**src/rtl/kpht_pkg.sv**
```systemverilog
// ----------------------------------------------------------------------------
// kpht_pkg
// Shared widths, key state codes, register indexes and the slot chain link.
// ----------------------------------------------------------------------------
package kpht_pkg;

   localparam int KEY_W    = 5;
   localparam int SLOT_W   = 4;
   localparam int STATE_W  = 3;
   localparam int BITMAP_W = 18;
   localparam int TIME_W   = 32;
   localparam int CFG_W    = 16;
   localparam int IDX_W    = 2;

   localparam logic [KEY_W-1:0] EMPTY_KEY = 5'd31;

   localparam logic [STATE_W-1:0] ST_IDLE        = 3'd0;
   localparam logic [STATE_W-1:0] ST_PRESSED     = 3'd1;
   localparam logic [STATE_W-1:0] ST_HOLD_SHORT  = 3'd2;
   localparam logic [STATE_W-1:0] ST_HOLD_NORMAL = 3'd3;
   localparam logic [STATE_W-1:0] ST_HOLD_LONG   = 3'd4;
   localparam logic [STATE_W-1:0] ST_RELEASED    = 3'd5;

   localparam logic [IDX_W-1:0] REG_DEBOUNCE    = 2'd0;
   localparam logic [IDX_W-1:0] REG_SHORT_HOLD  = 2'd1;
   localparam logic [IDX_W-1:0] REG_NORMAL_HOLD = 2'd2;
   localparam logic [IDX_W-1:0] REG_LONG_HOLD   = 2'd3;

   // hold threshold compares, computed once and broadcast to every cell
   typedef struct packed {
      logic gt_short;
      logic gt_normal;
      logic gt_long;
   } hold_cmp_type;

   // passed from cell to cell along the slot row
   typedef struct packed {
      logic               free;   // an earlier slot is empty
      logic               match;  // an earlier slot holds the visited key
      logic               emit;   // an earlier slot changed state
      logic [SLOT_W-1:0]  slot;
      logic [STATE_W-1:0] state;
   } link_type;

endpackage

```
**src/rtl/kpht_cell.sv**
```systemverilog
// ----------------------------------------------------------------------------
// kpht_cell
// One list slot: holds its key code and key state, advances when visited.
// ----------------------------------------------------------------------------
module kpht_cell #(
   parameter int SLOT_IDX = 0
) (
   input  logic                          clock,
   input  logic                          reset,
   input  logic                          clear,
   input  logic                          step_en,
   input  logic [kpht_pkg::KEY_W-1:0]    code,
   input  logic                          closed,
   input  logic                          found_any,
   input  kpht_pkg::hold_cmp_type        cmp,
   input  kpht_pkg::link_type            link_in,
   output kpht_pkg::link_type            link_out
);

   logic [kpht_pkg::KEY_W-1:0]   key_ff;
   logic [kpht_pkg::STATE_W-1:0] state_ff;
   logic [kpht_pkg::STATE_W-1:0] cur_state;
   logic [kpht_pkg::STATE_W-1:0] state_in;
   logic                         is_empty;
   logic                         my_match;
   logic                         alloc;
   logic                         change;
   logic                         my_emit;

   assign is_empty = (key_ff == kpht_pkg::EMPTY_KEY);
   assign my_match = (key_ff == code);
   // first empty slot takes a newly closed key that no slot holds
   assign alloc     = !found_any && closed && is_empty && !link_in.free;
   assign cur_state = alloc ? kpht_pkg::ST_IDLE : state_ff;

   always_comb begin
      state_in = cur_state;
      change   = 1'b0;
      unique case (cur_state)
         kpht_pkg::ST_IDLE: begin
            if (closed) begin
               state_in = kpht_pkg::ST_PRESSED;
               change   = 1'b1;
            end
         end
         kpht_pkg::ST_PRESSED: begin
            if (cmp.gt_short) begin
               state_in = kpht_pkg::ST_HOLD_SHORT;
               change   = 1'b1;
            end else if (!closed) begin
               state_in = kpht_pkg::ST_RELEASED;
               change   = 1'b1;
            end
         end
         kpht_pkg::ST_HOLD_SHORT: begin
            if (cmp.gt_normal) begin
               state_in = kpht_pkg::ST_HOLD_NORMAL;
               change   = 1'b1;
            end else if (!closed) begin
               state_in = kpht_pkg::ST_RELEASED;
               change   = 1'b1;
            end
         end
         kpht_pkg::ST_HOLD_NORMAL: begin
            if (cmp.gt_long) begin
               state_in = kpht_pkg::ST_HOLD_LONG;
               change   = 1'b1;
            end else if (!closed) begin
               state_in = kpht_pkg::ST_RELEASED;
               change   = 1'b1;
            end
         end
         kpht_pkg::ST_HOLD_LONG: begin
            if (!closed) begin
               state_in = kpht_pkg::ST_RELEASED;
               change   = 1'b1;
            end
         end
         kpht_pkg::ST_RELEASED: begin
            state_in = kpht_pkg::ST_IDLE;
            change   = 1'b1;
         end
         default: begin
            state_in = cur_state;
            change   = 1'b0;
         end
      endcase
   end

   assign my_emit = (my_match || alloc) && change;

   always_comb begin
      link_out.free  = link_in.free || is_empty;
      link_out.match = link_in.match || my_match;
      link_out.emit  = link_in.emit || my_emit;
      link_out.slot  = my_emit ? kpht_pkg::SLOT_W'(SLOT_IDX) : link_in.slot;
      link_out.state = my_emit ? state_in : link_in.state;
   end

   always_ff @(posedge clock) begin
      if (reset) begin
         key_ff   <= kpht_pkg::EMPTY_KEY;
         state_ff <= kpht_pkg::ST_IDLE;
      end else if (clear) begin
         if (state_ff == kpht_pkg::ST_IDLE) key_ff <= kpht_pkg::EMPTY_KEY;
      end else if (step_en && my_emit) begin
         state_ff <= state_in;
         if (alloc) key_ff <= code;
      end
   end

endmodule

```
**src/rtl/keypad_key_list_hold_tracker.sv**
```systemverilog
// ----------------------------------------------------------------------------
// keypad_key_list_hold_tracker
// Keypad active-key list with debounce and shared hold timing.
// ----------------------------------------------------------------------------
// A scan item is taken only while the block is idle. If it falls inside the
// debounce window it is dropped there and then; otherwise the idle slots are
// emptied in that same cycle and the min(KEY_ROWS*KEY_COLS, 18) key codes are
// visited one per cycle, each visit looking up all LIST_SLOTS slot cells at
// once; a visit that yields a new result waits while the held result cannot
// move on because the output register is full and rsp_ready is low.
// Results leave in slot-change order through a one-item holding stage, which
// is what lets the final result of a scan carry rsp_last. Configuration writes
// are always taken; a debounce write of zero stores one.
// ----------------------------------------------------------------------------
module keypad_key_list_hold_tracker #(
   parameter int KEY_ROWS   = 6,
   parameter int KEY_COLS   = 3,
   parameter int LIST_SLOTS = 10
) (
   input  logic                              clock,
   input  logic                              reset,
   input  logic                              req_valid,
   output logic                              req_ready,
   input  logic [kpht_pkg::TIME_W-1:0]       req_now_ms,
   input  logic [kpht_pkg::BITMAP_W-1:0]     req_key_closed_bits,
   output logic                              rsp_valid,
   input  logic                              rsp_ready,
   output logic [kpht_pkg::SLOT_W-1:0]       rsp_slot,
   output logic [kpht_pkg::KEY_W-1:0]        rsp_key_code,
   output logic [kpht_pkg::STATE_W-1:0]      rsp_new_state,
   output logic                              rsp_last,
   input  logic                              csr_valid,
   output logic                              csr_ready,
   input  logic [kpht_pkg::IDX_W-1:0]        csr_index,
   input  logic [kpht_pkg::CFG_W-1:0]        csr_data
);

   localparam int NKEYS = (KEY_ROWS * KEY_COLS > kpht_pkg::BITMAP_W) ?
                          kpht_pkg::BITMAP_W : KEY_ROWS * KEY_COLS;

   localparam logic [1:0] S_IDLE  = 2'd0;
   localparam logic [1:0] S_VISIT = 2'd1;
   localparam logic [1:0] S_FLUSH = 2'd2;

   logic [1:0]                       fsm_ff;
   logic [kpht_pkg::CFG_W-1:0]       debounce_ff;
   logic [kpht_pkg::CFG_W-1:0]       short_ff;
   logic [kpht_pkg::CFG_W-1:0]       normal_ff;
   logic [kpht_pkg::CFG_W-1:0]       long_ff;
   logic [kpht_pkg::TIME_W-1:0]      last_scan_ff;
   logic [kpht_pkg::TIME_W-1:0]      hold_start_ff;
   logic [kpht_pkg::TIME_W-1:0]      now_ff;
   logic [kpht_pkg::BITMAP_W-1:0]    bits_ff;
   logic [kpht_pkg::KEY_W-1:0]       code_ff;

   logic                             pend_valid_ff;
   logic [kpht_pkg::SLOT_W-1:0]      pend_slot_ff;
   logic [kpht_pkg::KEY_W-1:0]       pend_key_ff;
   logic [kpht_pkg::STATE_W-1:0]     pend_state_ff;

   logic                             rsp_valid_ff;
   logic [kpht_pkg::SLOT_W-1:0]      rsp_slot_ff;
   logic [kpht_pkg::KEY_W-1:0]       rsp_key_ff;
   logic [kpht_pkg::STATE_W-1:0]     rsp_state_ff;
   logic                             rsp_last_ff;

   logic                             req_fire;
   logic                             scan_ok;
   logic [kpht_pkg::TIME_W-1:0]      since_scan;
   logic [kpht_pkg::TIME_W-1:0]      held;
   logic                             visiting;
   logic                             closed;
   logic                             out_free;
   logic                             step_en;
   logic                             emit;
   logic                             last_code;
   logic                             push_mid;
   logic                             push_last;
   logic [kpht_pkg::CFG_W-1:0]       debounce_in;
   kpht_pkg::hold_cmp_type           cmp;
   kpht_pkg::link_type               links [LIST_SLOTS+1];

   assign req_ready = (fsm_ff == S_IDLE);
   assign req_fire  = req_valid && req_ready;
   assign csr_ready = 1'b1;

   assign since_scan = req_now_ms - last_scan_ff;
   assign scan_ok    = since_scan > {{(kpht_pkg::TIME_W-kpht_pkg::CFG_W){1'b0}}, debounce_ff};

   assign held          = now_ff - hold_start_ff;
   assign cmp.gt_short  = held > {{(kpht_pkg::TIME_W-kpht_pkg::CFG_W){1'b0}}, short_ff};
   assign cmp.gt_normal = held > {{(kpht_pkg::TIME_W-kpht_pkg::CFG_W){1'b0}}, normal_ff};
   assign cmp.gt_long   = held > {{(kpht_pkg::TIME_W-kpht_pkg::CFG_W){1'b0}}, long_ff};

   assign visiting  = (fsm_ff == S_VISIT);
   assign closed    = bits_ff[code_ff];
   assign out_free  = !rsp_valid_ff || rsp_ready;
   assign emit      = links[LIST_SLOTS].emit;
   // a new result bumps the held one out, which needs room downstream
   assign step_en   = visiting && !(emit && pend_valid_ff && !out_free);
   assign last_code = (code_ff == kpht_pkg::KEY_W'(NKEYS - 1));
   assign push_mid  = step_en && emit && pend_valid_ff;
   assign push_last = (fsm_ff == S_FLUSH) && pend_valid_ff && out_free;

   assign links[0] = '0;

   for (genvar g = 0; g < LIST_SLOTS; g++) begin : g_cell
      kpht_cell #(
         .SLOT_IDX (g)
      ) u_cell (
         .clock     (clock),
         .reset     (reset),
         .clear     (req_fire && scan_ok),
         .step_en   (step_en),
         .code      (code_ff),
         .closed    (closed),
         .found_any (links[LIST_SLOTS].match),
         .cmp       (cmp),
         .link_in   (links[g]),
         .link_out  (links[g+1])
      );
   end

   assign debounce_in = (csr_data == '0) ? kpht_pkg::CFG_W'(1) : csr_data;

   always_ff @(posedge clock) begin
      if (reset) begin
         debounce_ff <= 16'd20;
         short_ff    <= 16'd500;
         normal_ff   <= 16'd1000;
         long_ff     <= 16'd2000;
      end else if (csr_valid) begin
         unique case (csr_index)
            kpht_pkg::REG_DEBOUNCE:    debounce_ff <= debounce_in;
            kpht_pkg::REG_SHORT_HOLD:  short_ff    <= csr_data;
            kpht_pkg::REG_NORMAL_HOLD: normal_ff   <= csr_data;
            kpht_pkg::REG_LONG_HOLD:   long_ff     <= csr_data;
            default:                   debounce_ff <= debounce_ff;
         endcase
      end
   end

   always_ff @(posedge clock) begin
      if (reset) begin
         fsm_ff        <= S_IDLE;
         last_scan_ff  <= '0;
         hold_start_ff <= '0;
         code_ff       <= '0;
      end else begin
         unique case (fsm_ff)
            S_IDLE: begin
               if (req_fire && scan_ok) begin
                  fsm_ff       <= S_VISIT;
                  last_scan_ff <= req_now_ms;
                  code_ff      <= '0;
               end
            end
            S_VISIT: begin
               if (step_en) begin
                  // any new press restarts the shared hold timer
                  if (emit && links[LIST_SLOTS].state == kpht_pkg::ST_PRESSED)
                     hold_start_ff <= now_ff;
                  if (last_code) fsm_ff <= S_FLUSH;
                  else code_ff <= code_ff + kpht_pkg::KEY_W'(1);
               end
            end
            S_FLUSH: begin
               if (!pend_valid_ff || out_free) fsm_ff <= S_IDLE;
            end
            default: fsm_ff <= S_IDLE;
         endcase
      end
   end

   always_ff @(posedge clock) begin
      if (req_fire) begin
         now_ff  <= req_now_ms;
         bits_ff <= req_key_closed_bits;
      end
   end

   // holding stage: a result is known to be final only once the scan ends
   always_ff @(posedge clock) begin
      if (reset) begin
         pend_valid_ff <= 1'b0;
      end else if (step_en && emit) begin
         pend_valid_ff <= 1'b1;
      end else if (push_last) begin
         pend_valid_ff <= 1'b0;
      end
   end

   always_ff @(posedge clock) begin
      if (step_en && emit) begin
         pend_slot_ff  <= links[LIST_SLOTS].slot;
         pend_key_ff   <= code_ff;
         pend_state_ff <= links[LIST_SLOTS].state;
      end
   end

   always_ff @(posedge clock) begin
      if (reset) begin
         rsp_valid_ff <= 1'b0;
      end else if (push_mid || push_last) begin
         rsp_valid_ff <= 1'b1;
      end else if (rsp_ready) begin
         rsp_valid_ff <= 1'b0;
      end
   end

   always_ff @(posedge clock) begin
      if (push_mid || push_last) begin
         rsp_slot_ff  <= pend_slot_ff;
         rsp_key_ff   <= pend_key_ff;
         rsp_state_ff <= pend_state_ff;
         rsp_last_ff  <= push_last;
      end
   end

   assign rsp_valid     = rsp_valid_ff;
   assign rsp_slot      = rsp_slot_ff;
   assign rsp_key_code  = rsp_key_ff;
   assign rsp_new_state = rsp_state_ff;
   assign rsp_last      = rsp_last_ff;

endmodule
```
**config.mk**
```make
export PLATFORM = sky130hd
export DESIGN_NAME = keypad_key_list_hold_tracker
export DESIGN_NICKNAME = d
export VERILOG_FILES = /design/src/rtl/kpht_pkg.sv /design/src/rtl/kpht_cell.sv /design/src/rtl/keypad_key_list_hold_tracker.sv
export SDC_FILE = /design/constraint.sdc
export NUM_CORES = 1
export LEC_CHECK = 0
export BUFFER_PORTS_ARGS = -buffer_cell sky130_fd_sc_hd__buf_2
export CAP_MARGIN = 40
export CELL_PAD_IN_SITES_DETAIL_PLACEMENT = 1
export CELL_PAD_IN_SITES_GLOBAL_PLACEMENT = 1
export CORE_MARGIN = 3
export CORE_UTILIZATION = 43
export DETAILED_ROUTE_END_ITERATION = 10
export PLACE_DENSITY_LB_ADDON = 0.1
export SKIP_CTS_REPAIR_TIMING = 1
export SYNTH_ARGS = -nofsm -noshare
export SYNTH_HDL_FRONTEND = slang
export SYNTH_SLANG_ARGS = --single-unit
```
**constraint.sdc**
```tcl
create_clock -name clock -period 5.5 [get_ports clock]
set_input_delay 0.55 -clock clock [delete_from_list [all_inputs] [get_ports clock]]
set_output_delay 0.55 -clock clock [all_outputs]
set_load 0.02 [all_outputs]
```
==> key figures, run 1 <==
Floorplanning
  • Die W: about 220 µm
  • I/O pin total: between 80 and 90
  • Initial Util: between 40 and 50%
  • Die H: 220 µm
  • Die ar.: slightly below 50,000 µm²
  • Row Count: 77
  • Core box area: ~45,000 µm²

Critical path
  • Max incr delay on CP: ~0.45 ns
  • Maximum fanout along the worst path: 8
  • Arrival @ worst endpoint: 6.50 ns
  • Most used cell, CP: a21o_1
  • Cell family with most CP delay: simple AND/OR/NAND/NOR gates
  • CP endpoint kind: flip-flop
  • Crit path launch type: flip-flop
  • Required time of the worst setup path: about 6.0 ns
  • Critical path class: reg2reg
  • Worst path slowest cell: o311a_1
  • Buf+Inv Stages, Crit Path: 5

Cells and area
  • Area of the multi-input gates: around 13,000 µm²
  • Area of all sequential standard cells: 6600 µm²
  • Final Net Count: 2,907
  • Final Util: approximately 57%
  • Fill cells: ~5.2k
  • Final instance area: around 25,000 µm²
  • Final Non-Filler Cells: ~3.3k
  • Antenna diode count: 0
  • P&R area growth vs syn: 29.6%
  • Layout cells sized above 1: about a quarter

Route
  • Wirelength, routed: 73,300 µm
  • First-pass DRT Iterations: 5
  • Vias/cell: ~5.9
  • Drc violations: 0
  • Post-route ant nets: 0
  • Via count: around 20k
  • Drt wl/cell: ~22 µm
  • Initial DRC Count: approximately 1.3k

Place
  • Dpl cell area: between 20,000 and 25,000 µm²
  • Placer Congestion: approximately 0.95
  • I/O Buffers: 87
  • Post-DP HPWL: between 50,000 and 60,000 µm
  • Placed Instances: ~3.2k

Synth
  • Top_reg_cell synth: dfxtp_1
  • EDFF count, synth: 75
  • Most common cell in the synthesized netlist: nand2_1
  • Synth warn: 0
  • Ranking of synthesized cells by area: dfxtp_1 22%, edfxtp_1 11%, ha_1 8.2%
  • Yosys top cell by area: dfxtp_1
  • Top post-synthesis cells by count: 316 x nand2_1, 217 x dfxtp_1, 200 x nor2_1
  • Mean Syn Cell Area: between 8 and 9 µm²
  • Post-Synthesis Cells: 2,388
  • Post-synth cell types: approximately 110
  • Seq/Total Area, Yosys: about 34%
  • Syn Std Cell Area: ~20,000 µm²
  • Register bit count reported by yosys: around 300
  • Post-Syn Nets: ~2.6k
  • Area share of the largest cell type after synthesis: ~22%
  • Ys async rst share: 0%

Power and ir drop
  • Comb pwr share: between 20% and 30%
  • Switching share of power: 30.9%
  • Final Power: 6.62 mW
  • Flop pwr share: a little over a third
  • LEAKAGE: between 9 and 10 nW
  • PD cells: around 260 nW/µm²
  • Net switching power: ~2.0 mW
  • Max rail drop VDD: ~0.26 mV
  • Internal: around 4.6 mW
  • Clk pwr share: approximately two fifths

Global routing
  • Initial antenna violation count: 0
  • Vias in the first global route: about 20k
  • Largest net degree at the start of global routing: between 70 and 80
  • First-pass GRT wire length: approximately 110,000 µm
  • Gr usage total: approximately 28%
  • Total gr overflow: 0

Clock tree
  • Clk sinks: between 200 and 300
  • Clk_lat worst skew: roughly 0.57 ns
  • Clk root buf: clkbuf_16
  • CTS tree: built
  • H-tree levels: 2
  • Longest Clk Path Bufs: 3
  • CTS Buf Count: 37
  • CTS clk-pin slew, worst paths: 0.06 ns

STA
  • Crit path time final: ~6 ns
  • PnR worst setup slack: -0.506 ns
  • Relative slew margins: around 30%
  • Final Hold Vio Count: 0
  • Max Clk Rate: roughly 0.17 GHz
  • Slew at the pin with the worst max-slew slack: between 1 and 1.5 ns
  • RSZ-0062 raised after global routing: yes
  • Clk_skew: ~0.028 ns
  • Setup TNS: -29.60 ns
  • Final period utilization: 109%
  • Final setup violation count: approximately 110
  • Slew Limit Fails: 0

Outcome
  • Failing checks: setup timing
  • Status: finished, violations left

Run
  • Number of max-cap violations: 0

Hold path
  • Hold WC Path Type: in2reg
kinds of logic after synthesis:
| family | count (synthesis) | share of synthesized area (%) |
|---|---|---|
| simple gates | 884 | 21.7 |
| compound gates | 582 | 19.9 |
| buf+inv | 295 | 6.32 |
| flops | 292 | 33.6 |
| fa+ha+maj | 130 | 8.36 |
| xor+xnor | 105 | 4.68 |
| mux | 99 | 5.35 |
| other cells | 1 | 0.0191 |
power groups by stage:
stage | logic, mW | clock network [mW] | registers (mW)
floorplan | 0.863 | 0 | 2.36
global placement | 1.36 | 0 | 2.37
detailed placement | 1.42 | 0 | 2.37
CTS | 1.44 | 2.68 | 2.32
global route | 1.80 | 2.78 | 2.33
finish | 1.67 | 2.63 | 2.33
cell type report:
cell class	instances	area share, %
clock buffers	51	4.25
multi-input cells	1801	51.4
inverters	165	2.44
flip-flops and latches	292	25.9
clock inverters	17	0.973
well taps	592	2.91
repair buffers	407	12.1
routing by layer:
metal,up-vias,part of all wire [%],track usage (%)
met5,-,0,0
met4,0,2.9,8.31
met3,139,5.7,4.61
met2,465,47,46.2
met1,9768,45,38.1
li1,9168,-,-
final timing paths:
check	cells after the start	slack (ns)	end	start
worst max-delay path	27	-0.51	hold_start_ff[6]	now_ff[0]
worst min-delay path	1	0.16	bits_ff[16]	req_key_closed_bits[16]
worst max register to register	27	-0.51	hold_start_ff[6]	now_ff[0]
worst min register to register	0	0.42	rsp_slot[1]	pend_slot_ff[1]
through the flow:
step                setup slack [ns]  hold WS, ns
floorplan                     0.0338        0.400
global placement              -0.496        0.404
detailed placement            -0.710        0.406
CTS                           -0.687        0.129
global route                  -0.778        0.128
finish                        -0.506        0.155
flip-flops by register name (all words and copies together), names as in the netlist, 4 cells and up:
name / flops
hold_start_ff: 32
last_scan_ff: 32
pend_slot_ff: 4
g_cell.u_cell.state_ff: 30
rsp_slot: 4
normal_ff: 16
debounce_ff: 16
rsp_key_code: 5
bits_ff: 18
pend_key_ff: 5
code_ff: 5
short_ff: 16
long_ff: 16
g_cell.u_cell.key_ff: 50
now_ff: 32
cell usage in the layout (no fill, tap or decap), types with 38 or more instances in the layout:
master and instances:
nand2_1 306, buf_4 286, dfxtp_1 215, nor2_1 185, inv_1 162, a21oi_1 154, ha_1 109, mux2i_1 87
buf_2 87, o21ai_0 78, edfxtp_1 75, nor3_1 65, xnor2_1 62, nand3_1 47, a21o_1 46, clkbuf_16 40
xor2_1 38
No activity file was read; power rests on OpenSTA's default activity.
==> run 2: changes to the inputs <==
--- a/config.mk
+++ b/config.mk
@@ -10,7 +10,7 @@
 export CELL_PAD_IN_SITES_DETAIL_PLACEMENT = 1
 export CELL_PAD_IN_SITES_GLOBAL_PLACEMENT = 1
 export CORE_MARGIN = 3
-export CORE_UTILIZATION = 43
+export CORE_UTILIZATION = 48
 export DETAILED_ROUTE_END_ITERATION = 10
 export PLACE_DENSITY_LB_ADDON = 0.1
 export SKIP_CTS_REPAIR_TIMING = 1
==> constraint.sdc (replaced) <==
create_clock -name clock -period 6.5 [get_ports clock]
set_input_delay 0.65 -clock clock [delete_from_list [all_inputs] [get_ports clock]]
set_output_delay 0.65 -clock clock [all_outputs]
set_load 0.02 [all_outputs]
==> key figures, run 2 (synthesized netlist as in run 1, its figures left out) <==
Critical path
  • Max incr delay on CP: around 0.46 ns
  • R2r startpoint: now_ff[0]
  • Critical path class: reg2reg
  • Arrival @ worst endpoint: a little under 7 ns
  • Worst path slowest cell: and4bb_4
  • Most used cell, CP: buf_4
  • Required time of the worst setup path: about 7 ns
  • Critical Path Start: now_ff[0]
  • CP endpoint kind: flip-flop
  • Maximum fanout along the worst path: 16
  • Crit path launch type: flip-flop

Clock tree
  • Clk sinks: a little under 300
  • Clk root buf: clkbuf_16
  • Clk_lat worst skew: roughly 0.56 ns
  • CTS tree: built
  • CTS clk-pin slew, worst paths: 0.07 ns
  • H-tree levels: 2
  • Longest Clk Path Bufs: 3
  • CTS Buf Count: 36

Floorplanning
  • Row Count: 73
  • Core box area: 40,100 µm²
  • I/O pin total: 89
  • Die ar.: 43,400 µm²
  • Die W: between 200 and 250 µm
  • Die H: 208 µm
  • Initial Util: between 40% and 50%

STA
  • Final setup violation count: 0
  • Max Clk Rate: between 0.15 and 0.2 GHz
  • Crit path time final: roughly 6.3 ns
  • Slew at the pin with the worst max-slew slack: about 0.9 ns
  • Final period utilization: 96.3%
  • Final Hold Vio Count: 0
  • Relative slew margins: 40.8%
  • Clk_skew: 0.0238 ns
  • Hold_ws: approximately 0.28 ns
  • Slew Limit Fails: 0

Route
  • Drt wl/cell: 21.6 µm
  • Via count: 18.3k
  • First-pass DRT Iterations: 5
  • Post-route ant nets: 0
  • Wirelength, routed: approximately 65,000 µm
  • Vias/cell: 6.05
  • Drc violations: 0
  • Initial DRC Count: between 1k and 1.5k

Run
  • Number of max-cap violations: 0

Power and ir drop
  • Max rail drop VDD: 0.217 mV
  • PD cells: ~230 nW/µm²
  • LEAKAGE: 8.47 nW

Global routing
  • First-pass GRT wire length: slightly above 100,000 µm
  • Initial antenna violation count: 1
  • Vias in the first global route: 18.7k
  • Gr usage total: slightly below 30%
  • Largest net degree at the start of global routing: 78
  • Total gr overflow: 0

Cells and area
  • Max reg flops: 50
  • Final Net Count: about 2.7k
  • Antenna diode count: 0
  • Most common cell after layout, fill and taps aside: nand2_1
  • Most frequent cells in the layout: 316 x nand2_1, 217 x dfxtp_1, 193 x nor2_1
  • Final Non-Filler Cells: 3,015
  • P&R area growth vs syn: 12.9%
  • Layout cells sized above 1: between 10% and 20%
  • Most flop-heavy register: g_cell.u_cell.key_ff

Place
  • Placed Instances: ~2.9k
  • Placer Congestion: around 0.94
  • I/O Buffers: 87
  • Post-DP HPWL: approximately 48,000 µm

Hold path
  • Hold path startpoint: req_key_closed_bits[13]
  • Hold WC Path Type: in2reg

Outcome
  • Status: complete, no violations
## run 2: cell count changes in the layout (fill, tap and decap cells not counted), moves of 14 or more
cell / previous run / this run
ha_1: 109 / 125
nor3_1: 65 / 79
buf_6: 23 / 1
buf_4: 286 / 74
a21oi_1: 154 / 172
o22ai_2: 22 / 0
o22ai_1: 12 / 38
ha_4: 17 / 0
a21oi_2: 23 / 8
## run 2: power by group
group / leakage, nW / switching, mW / total (mW) / internal, mW
sequential: 2.48 / 0.0364 / 1.97 / 1.93
clock: 0.586 / 0.845 / 2.07 / 1.22
combinational: 5.41 / 0.683 / 1.11 / 0.423
## run 2: final cells by class
type / count / area, µm²
multi-input combinational: 1801 / 12000
clock buffer: 47 / 1010
tap: 525 / 657
sequential: 292 / 6600
fill: 4846 / 17900
inverter: 165 / 621
clock inverter: 18 / 174
timing repair buffer: 167 / 1130
## run 2: worst paths after layout
| check | end | slack [ns] | cells past startpoint |
|---|---|---|---|
| worst max register to register | hold_start_ff[27] | 0.24 | 28 |
| worst min-delay path | bits_ff[13] | 0.28 | 1 |
| worst max-delay path | hold_start_ff[27] | 0.24 | 28 |
| worst min register to register | rsp_slot[1] | 0.42 | 0 |
## run 2: stage by stage
stage / power [mW] / setup slack, ns / area (µm²) / util, % / TNS [ns]
CTS: 5.14 / -0.145 / 21900 / 54.7 / -4.25
global placement: 3.01 / 0.0981 / 20700 / 51.5 / 0
finish: 5.14 / 0.238 / 22200 / 55.3 / 0
global route: 5.36 / -0.0857 / 22200 / 55.3 / -1.59
floorplan: 2.72 / 0.825 / 19600 / - / 0
detailed placement: 3.07 / -0.0641 / 20700 / 51.7 / -1.22
## run 2: layer usage
metal / wire, µm / part of all wire, % / global-route usage (%) / vias to the layer above
met5: 0 / 0 / 0 / -
met4: 1320 / 2.0 / 7.14 / 0
met3: 3880 / 6.0 / 4.66 / 96
met2: 30200 / 46 / 47.6 / 480
met1: 29700 / 46 / 39.8 / 8995
li1: - / - / - / 8679
## run 2: critical path, delay by kind of cell (launching register included)
kind                     cells  cell delay (ns)
AO/OA/AOI/OAI                9             2.10
multiplexers                 1             0.20
AND/OR/NAND/NOR              9             1.57
XOR/XNOR                     1             0.19
flip-flops                   1             0.36
adder cells (fa/ha/maj)      3             0.95
buffers and inverters        5             0.76
